[src/design/mvf_pkg.sv]
// Shared types and constants for the missing value finder.
`timescale 1ns / 1ps

package mvf_pkg;

    localparam int VALUE_W       = 6;
    localparam int BITMAP_DEPTH  = 1 << VALUE_W;
    localparam int DEF_MAX_COUNT = 63;

    typedef logic [VALUE_W-1:0] value_t;

    typedef enum logic [2:0] {
        ST_CLEAR,
        ST_LOAD,
        ST_SCAN,
        ST_DRAIN,
        ST_FINAL
    } mvf_state_t;

    // One port of the bitmap RAM: write and read share the address.
    typedef struct packed {
        logic   wr_en;
        logic   wr_bit;
        logic   rd_en;
        value_t addr;
    } ram_req_t;

endpackage

[src/design/mvf_bitmap_ram.sv]
// Presence bitmap RAM: one bit per value, registered read, read-before-write.
`timescale 1ns / 1ps

module mvf_bitmap_ram
    import mvf_pkg::*;
(
    input  logic     aclk,
    input  ram_req_t req,
    output logic     rd_bit
);

    logic mem [BITMAP_DEPTH];
    logic rd_bit_reg;

    always_ff @(posedge aclk) begin
        if (req.wr_en) begin
            mem[req.addr] <= req.wr_bit;
        end
        if (req.rd_en) begin
            rd_bit_reg <= mem[req.addr];
        end
    end

    assign rd_bit = rd_bit_reg;

endmodule

[src/design/missing_value_finder_top.sv]
// Missing value finder: loads a set into a presence bitmap RAM, then scans it.
// Loading takes one transaction per cycle. The set's last item starts a scan of all 64
// entries (read and clear one per cycle while the output does not stall); input is held off
// through the scan, a drain state and a final state, and longer with any output stall.
// Each missing value waits one-deep until the next is found or the scan ends, then leaves.
// Reset (aresetn low, synchronous) runs a clearing pass over all 64 RAM entries first.
`timescale 1ns / 1ps

module missing_value_finder_top
    import mvf_pkg::*;
#(
    parameter int MAX_COUNT = DEF_MAX_COUNT
) (
    input  logic       aclk,
    input  logic       aresetn,
    // input items
    input  logic       s_axis_tvalid,
    output logic       s_axis_tready,
    input  logic [7:0] s_axis_tdata,   // [5:0] value, [7:6] zero
    input  logic       s_axis_tlast,   // last_item
    // results
    output logic       m_axis_tvalid,
    input  logic       m_axis_tready,
    output logic [7:0] m_axis_tdata,   // [5:0] missing_value, [7:6] zero
    output logic       m_axis_tlast,   // last_missing
    output logic       m_axis_tuser    // [0] overflow
);

    // Item count saturates at MAX_COUNT, and never above the 6-bit limit of 63.
    localparam int     CAP_INT   = (MAX_COUNT < BITMAP_DEPTH - 1) ? MAX_COUNT
                                                                   : BITMAP_DEPTH - 1;
    localparam value_t COUNT_CAP = VALUE_W'(CAP_INT);
    localparam value_t ADDR_LAST = VALUE_W'(BITMAP_DEPTH - 1);

    mvf_state_t state_reg, state_next;

    value_t addr_reg;        // clearing pass / scan read pointer
    value_t count_reg;       // items counted in the current set (n)
    logic   overflow_reg;    // a transaction of this set was dropped

    // read stage: index of the bit that the RAM returns this cycle
    logic   rd_valid_reg;
    value_t rd_idx_reg;

    // one-deep lookahead so the highest missing value can be flagged last
    logic   pend_valid_reg;
    value_t pend_value_reg;

    // output register
    logic   m_valid_reg;
    value_t m_value_reg;
    logic   m_last_reg;
    logic   m_ovf_reg;

    ram_req_t ram_req;
    logic     rd_bit;

    logic   in_accept;
    logic   counted;
    logic   adv;
    logic   issue;
    logic   process_bit;
    logic   hit;
    logic   push_mid;
    logic   push_final;
    value_t in_value;

    assign in_value  = s_axis_tdata[VALUE_W-1:0];
    assign in_accept = s_axis_tvalid && s_axis_tready;
    assign counted   = count_reg < COUNT_CAP;

    // Scan advances only when the output register can take a result.
    assign adv         = !m_valid_reg || m_axis_tready;
    assign process_bit = rd_valid_reg && adv;
    assign hit         = process_bit && !rd_bit && (rd_idx_reg <= count_reg);
    assign push_mid    = hit && pend_valid_reg;

    always_comb begin
        state_next    = state_reg;
        issue         = 1'b0;
        push_final    = 1'b0;
        s_axis_tready = 1'b0;
        ram_req       = '{wr_en: 1'b0, wr_bit: 1'b0, rd_en: 1'b0, addr: addr_reg};

        case (state_reg)
            ST_CLEAR: begin
                ram_req.wr_en = 1'b1;
                if (addr_reg == ADDR_LAST) begin
                    state_next = ST_LOAD;
                end
            end
            ST_LOAD: begin
                s_axis_tready = 1'b1;
                ram_req.addr  = in_value;
                ram_req.wr_bit = 1'b1;
                ram_req.wr_en = in_accept && counted;
                if (in_accept && s_axis_tlast) begin
                    state_next = ST_SCAN;
                end
            end
            ST_SCAN: begin
                // read each entry and clear it behind the read
                issue         = adv;
                ram_req.rd_en = adv;
                ram_req.wr_en = adv;
                if (adv && addr_reg == ADDR_LAST) begin
                    state_next = ST_DRAIN;
                end
            end
            ST_DRAIN: begin
                if (adv) begin
                    state_next = ST_FINAL;
                end
            end
            ST_FINAL: begin
                if (adv) begin
                    push_final = pend_valid_reg;
                    state_next = ST_LOAD;
                end
            end
            default: begin
                state_next = ST_CLEAR;
            end
        endcase
    end

    always_ff @(posedge aclk) begin
        if (!aresetn) begin
            state_reg      <= ST_CLEAR;
            addr_reg       <= '0;
            count_reg      <= '0;
            overflow_reg   <= 1'b0;
            rd_valid_reg   <= 1'b0;
            pend_valid_reg <= 1'b0;
            m_valid_reg    <= 1'b0;
        end else begin
            state_reg <= state_next;

            if (state_reg == ST_CLEAR || issue) begin
                addr_reg <= addr_reg + 1'b1;
            end

            if (in_accept) begin
                if (counted) begin
                    count_reg <= count_reg + 1'b1;
                end else begin
                    overflow_reg <= 1'b1;
                end
            end else if (state_reg == ST_FINAL && adv) begin
                count_reg    <= '0;
                overflow_reg <= 1'b0;
            end

            if (adv) begin
                rd_valid_reg <= issue;
            end

            if (hit) begin
                pend_valid_reg <= 1'b1;
            end else if (push_final) begin
                pend_valid_reg <= 1'b0;
            end

            if (push_mid || push_final) begin
                m_valid_reg <= 1'b1;
            end else if (m_axis_tready) begin
                m_valid_reg <= 1'b0;
            end
        end
    end

    // payload registers
    always_ff @(posedge aclk) begin
        if (issue) begin
            rd_idx_reg <= addr_reg;
        end
        if (hit) begin
            pend_value_reg <= rd_idx_reg;
        end
        if (push_mid || push_final) begin
            m_value_reg <= pend_value_reg;
            m_last_reg  <= push_final;
            m_ovf_reg   <= overflow_reg;
        end
    end

    mvf_bitmap_ram u_bitmap (
        .aclk   (aclk),
        .req    (ram_req),
        .rd_bit (rd_bit)
    );

    assign m_axis_tvalid = m_valid_reg;
    assign m_axis_tdata  = {{(8 - VALUE_W){1'b0}}, m_value_reg};
    assign m_axis_tlast  = m_last_reg;
    assign m_axis_tuser  = m_ovf_reg;

endmodule

[config.mk]
export PLATFORM = sky130hd
export DESIGN_NAME = missing_value_finder_top
export DESIGN_NICKNAME = d
export VERILOG_FILES = /design/src/design/mvf_pkg.sv /design/src/design/mvf_bitmap_ram.sv /design/src/design/missing_value_finder_top.sv
export SDC_FILE = /design/constraint.sdc
export NUM_CORES = 1
export LEC_CHECK = 0
export BUFFER_PORTS_ARGS = -buffer_cell sky130_fd_sc_hd__buf_4
export CORE_MARGIN = 2
export CORE_UTILIZATION = 61
export DETAILED_ROUTE_END_ITERATION = 8
export PLACE_DENSITY = 0.79
export SLEW_MARGIN = 20
export SYNTH_ARGS = -nofsm -noshare
export SYNTH_HDL_FRONTEND = slang
export SYNTH_SLANG_ARGS = --single-unit
[constraint.sdc]
create_clock -name aclk -period 3.4 [get_ports aclk]
set_clock_uncertainty 0.15 [all_clocks]
set_input_delay 0.34 -clock aclk [delete_from_list [all_inputs] [get_ports aclk]]
set_output_delay 0.34 -clock aclk [all_outputs]
set_load 0.005 [all_outputs]
-- Yosys cells after proc, flatten, opt, wreduce, memory -nomap -nowiden
Memory sizes are Yosys's and may differ from the RTL's. A register that Yosys moved wholly into a read port is not among the register bits.
Index checks and enable logic that the tools add are counted.
W data, S select, Z words.
- add/subtract/negate cells: 2
- multipliers: 0
- div/mod/pow operators: 0
- $lt $le $gt $ge: 2
- eq/ne operators: 12
- shift-type cells: 0
- multiplexer cells: 24
- bitwise logic cells: 0
- reductions and logical operators: 21
- operators with widths (cell ; number):
    $mux W6 ; 4
    $mux W3 ; 5
    $pmux W3 S5 ; 1
    $mux W1 ; 13
    $add A6 B1 Y6 const B ; 2
    $ne A2 B2 Y1 const B ; 6
    $logic_and A1 B1 Y1 ; 9
    $eq A3 B2 Y1 const B ; 2
    $eq A6 B6 Y1 const B ; 1
    $le A6 B6 Y1 ; 1
    $lt A6 B6 Y1 const B ; 1
    $reduce_bool A2 Y1 ; 3
    $reduce_and A5 Y1 ; 1
    $reduce_and A2 Y1 ; 2
    $eq A3 B1 Y1 const B ; 1
    $eq A3 B3 Y1 const B ; 1
    $logic_not A3 Y1 ; 1
    $logic_or A1 B1 Y1 ; 3
    $pmux W1 S3 ; 1
    $logic_not A1 Y1 ; 2
    $ne A2 B1 Y1 const B ; 1
- register bits after elaboration: 39
- latch bits: 0
- RAM bits: 64
- ROM bits: 0
- input port bits: 13
- output and inout port bits: 12
- memories: 1
- memories (memory ; depth ; bits a word ; read ports ; clocked after Yosys merged registers in ; write ports ; RTL line ; text):
    u_bitmap.mem ; 64 ; 1 ; 1 ; 1 ; 1 ; mvf_bitmap_ram.sv:12 ; logic mem [BITMAP_DEPTH];

-- Longest topological paths before layout
- depth in word-level cells: 8
- gate-level depth with buffers: 10
- gate-level depth less buffers: 9

-- Modules after synthesis
A second synthesis with hierarchy kept.
- cell total of the unflattened synthesis: 388
- area total of the unflattened synthesis: 4825.9 µm²
- modules (own cells, without submodules) (module ; instances ; cells each ; area an instance (µm²) ; seq. area each (µm²)):
    mvf_bitmap_ram ; 1 ; 223 ; 2964.1 ; 1951.9
    missing_value_finder_top ; 1 ; 165 ; 1861.8 ; 980.9

-- Worst setup path before layout
No wires, ideal clock.
- path kind: reg-to-reg
- from: register count_reg[3]
- to: register m_last_reg, in the netlist m_axis_tlast, enable pin
- setup time: 0.334 ns
- arrival time: 2.378 ns
- required time: 2.916 ns
- path slack: 0.537 ns
- cell stages (with the launch flop): 9
- path buffers: 0
- period minus slack after synthesis: 2.863 ns
- path through: dfxtp_1 -> inv_1 -> ha_1 -> a21oi_1 -> nor2b_1 -> o21ai_0 -> a32oi_1 -> nor4b_1 -> o21a_1
- word-level cells in the longest chain between the ends: 4
- RTL lines (element ; RTL line ; text):
    start, declared ; missing_value_finder_top.sv:38 ; value_t count_reg;
    start signal, assigned ; missing_value_finder_top.sv:145 ; count_reg <= count_reg + 1'b1;
    $le A6 B6 Y1 ; missing_value_finder_top.sv:75 ; assign hit = process_bit && !rd_bit && (rd_idx_reg <= count_reg);
    $logic_and A1 B1 Y1 ; missing_value_finder_top.sv:75 ;
    net hit ; missing_value_finder_top.sv:63 ; logic hit;
    $logic_and A1 B1 Y1 ; missing_value_finder_top.sv:76 ; assign push_mid = hit && pend_valid_reg;
    $logic_or A1 B1 Y1 ; missing_value_finder_top.sv:180 ; if (push_mid || push_final) begin
    end signal, assigned ; missing_value_finder_top.sv:182 ; m_last_reg <= push_final;
    end, declared ; missing_value_finder_top.sv:52 ; logic m_last_reg;
The timed path passes the listed nets, and every way through them passes these cells.
A chain may end at the register's enable or synchronous reset.

-- Worst setup path in the final report
- from: register state_reg[2]
- to: register u_bitmap.rd_bit_reg, in the netlist u_bitmap.rd_bit (read register of u_bitmap.mem), data pin
- word-level cells in the longest chain between the ends: 2
- elaborated cells between the ends (all ways): 4
- those cells by class: eq/ne (2); mux (2)
- RTL lines (element ; RTL line ; text):
    start, declared ; missing_value_finder_top.sv:35 ; mvf_state_t state_reg, state_next;
    start signal, assigned ; missing_value_finder_top.sv:137 ; state_reg <= state_next;
    $eq A3 B1 Y1 or $eq A3 B2 Y1 (tied branches) ; missing_value_finder_top.sv:85 ; case (state_reg)
    $mux W6 or $mux W1 (tied branches) ; missing_value_finder_top.sv:85 ;
    end, declared ; mvf_bitmap_ram.sv:13 ; logic rd_bit_reg;
Parallel ways exist; a longest one is shown, timed or not.

==> results.toml <==
[synthesis]
synth_ff_type = "edfxtp_1"
netlist_instances = 438
synth-seq-area-share_pct = 60.6
yosysTopAreaCell = "edfxtp_1"
syn_area_um2 = 4840
syn_avg_cell_area_um2 = 11.0
synthArstFlopShare_pct = 0
synth_edf_count = 85
yosysUniqueCellTypes = 57
synth_seq_cells = 104
yosys_warnings = 0
synth_top_area_share_pct = 52.8
ys_top_cells_by_area = "edfxtp_1, dfxtp_1, nor2_1, nand2_1, mux2i_1"

[sta]
setup_violations = 0
setup_slack_ns = 0.318
tightestPinTransition_ns = 0.580
worst_slew_margin_rel_pct = 61.2
setup-tns-final_ns = 0
min_period_ns = 3.08
finalCritPeriodShare_pct = 90.6
finalHoldViolations = 0
max_freq_mhz = 324
slew_viol_final = 0
rsz0062_at_grt = "no"

[cts]
cts.clk_slew.worst_paths_ns = 0.10
root_buffer = "clkbuf_8"
postCtsSetupBuffers = 0
cts_tree = "done"
clockBufferDepth = 2
post_cts_resized = 0
cts_buffers = 9
cts_htree_levels = 3
clock_latency_ns = 0.38
clock-sinks = 104
postCtsHoldBufs = 0

[pwr]
ir_drop_v = 0.000280
p_leak_nw = 1.87
power_density_nw_per_um2 = 425

[route]
firstDrtPassIters = 7
antenna_left = 0
totalWireLength_um = 10200
post_drt_wl_per_cell_um = 17.9
drc_errors = 0
vias = 3396
drt_iter0_markers = 369
vias_per_cell = 5.98

[worst_hold_path]
min_to = "overflow_reg$_SDFFE_PN0P_"
hold_class = "in -> reg"
whs_path_depth = 3
min_from = "s_axis_tvalid"

[placement]
gp_congestion = 0.864
dpl_worst_slack_ns = 0.291
port_buffers = 20
dp_hpwl_um = 6670

[global_routing]
grt_pass1_wl_um = 16200
antenna_found_initial = 0
overflow = 0
grt_max_degree = 58
grt_pass1_vias = 3208
grt_usage_pct = 25.0

[die]
die_h_um = 93.1
io_pins = 25
initial_core_util_pct = 62.9
rows = 32
dieArea_um2 = 8660
fp.coreArea_um2 = 7690
die_w_um = 93.1

[final_layout]
top_register = "u_bitmap.mem"
diodes = 0
drive_above_1_share_pct = 13.5
nets = 482
largest_register_ffs = 64
area_growth_pct = 9.13

[worst_setup_path]
crit_required_ns = 3.35
r2r_end = "u_bitmap.rd_bit$_DFFE_PP_"
reg2reg_depth = 8
worstPathMaxFanout = 21
reg2reg_slack_ns = 0.32
start_kind = "flip-flop"
critPathKind = "reg -> reg"
endpoint_kind = "flip-flop"
reg2reg_from = "state_reg[2]$_SDFFE_PN0P_"
cp-startpoint = "state_reg[2]$_SDFFE_PN0P_"
cp.arrival_ns = 3.03

[run]
maxCapViolations = 0

[status]
outcome = "complete, no violations"
[worst max path at each step]
stage          cells past startpoint                        end  slack (ns)
3_3_place_gp                      10  u_bitmap.rd_bit$_DFFE_PP_        0.37
4_1_cts                            8  u_bitmap.rd_bit$_DFFE_PP_        0.17
3_5_place_dp                       8  u_bitmap.rd_bit$_DFFE_PP_        0.29
6_report                           8  u_bitmap.rd_bit$_DFFE_PP_        0.32
2_1_floorplan                      8     m_axis_tlast$_DFFE_PP_        0.54
5_1_grt                           10  u_bitmap.rd_bit$_DFFE_PP_        0.14
[synthesized netlist by cell type (6+ instances only)]
master and instances:
nor2_1 81, a21oi_1 17, a22oi_1 6, edfxtp_1 85, and2_1 7, ha_1 8
nor2b_1 9, mux2i_1 12, o21ai_0 7, and3_1 8, nand3_1 16, nand2_1 55
clkbuf_1 11, dfxtp_1 19, inv_1 10, nand4_1 6
[layer usage]
layer | vias to the layer above | routed length (um) | part of all wire, % | track usage [%]
met5 | - | 0 | 0 | 0
met1 | 1614 | 4380 | 43 | 35.6
li1 | 1607 | - | - | -
met4 | 0 | 231 | 2.3 | 10.9
met2 | 152 | 4850 | 48 | 38.4
met3 | 23 | 736 | 7.2 | 3.95
[power breakdown]
part	switching (mW)	total (mW)	internal (mW)
registers	0.00840	1.37	1.37
logic	0.0984	0.151	0.0527
clock network	0.443	0.717	0.274
total	0.550	2.24	1.69
[worst max-delay path: stages, from the launching register on]
cell and delay [ns]:
dfxtp_1 0.41, or3b_1 0.46, inv_4 0.22, mux2_2 0.54, a211oi_1 0.23, a22oi_1 0.12, and3_1 0.20, a311oi_1 0.28
nand4b_1 0.17
[kinds of logic (layout without fill, tap and decap cells)]
| group | count (synthesis) | in the layout | synth area share [%] |
|---|---|---|---|
| simple gates | 210 | 210 | 20.5 |
| flops | 104 | 104 | 60.6 |
| compound gates | 61 | 61 | 8.95 |
| buf+inv | 33 | 60 | 3.57 |
| mux | 14 | 14 | 3.00 |
| fa+ha+maj | 8 | 8 | 2.07 |
| xor+xnor | 7 | 7 | 1.27 |
| other cells | 1 | 2 | 0.0775 |
[cell usage in the layout (no fill, tap or decap), drive strengths merged, types with 3 or more instances in the layout]
master and count:
and2 7, nand3 16, mux2i 13, nand2 56
a31oi 6, a21oi 18, o21ai 8, edfxtp 85
o21a 3, nor2b 9, a2111oi 5, a22oi 6
a211oi 3, nor3 4, clkbuf 9, nor2 82
inv 14, and3 8, ha 8, dfxtp 19
nand4 6, nand2b 6, xnor2 5, buf 33
[area by class of cell]
class                      instances  area [um^2]
clock buffer                       9          124
clock inverter                     7         53.8
multi-input combinational        302         1750
sequential                       104         2930
fill                             587         2410
timing repair buffer              33          251
tap                              102          128
inverter                          11         43.8
[per-stage QoR]
stage / cell area, um^2 / util [%] / std cells / power, mW / hold slack [ns]
after floorplan: 4840 / - / 439 / 1.50 / 0.250
after global placement: 5090 / 66.2 / 552 / 1.55 / 0.252
after detailed placement: 5090 / 66.2 / 552 / 1.55 / 0.255
after CTS: 5270 / 68.5 / 568 / 2.24 / 0.0899
after global routing: 5280 / 68.7 / 568 / 2.30 / 0.0983
final: 5280 / 68.7 / 568 / 2.24 / 0.0913
(Power assumes the default switching activity.)
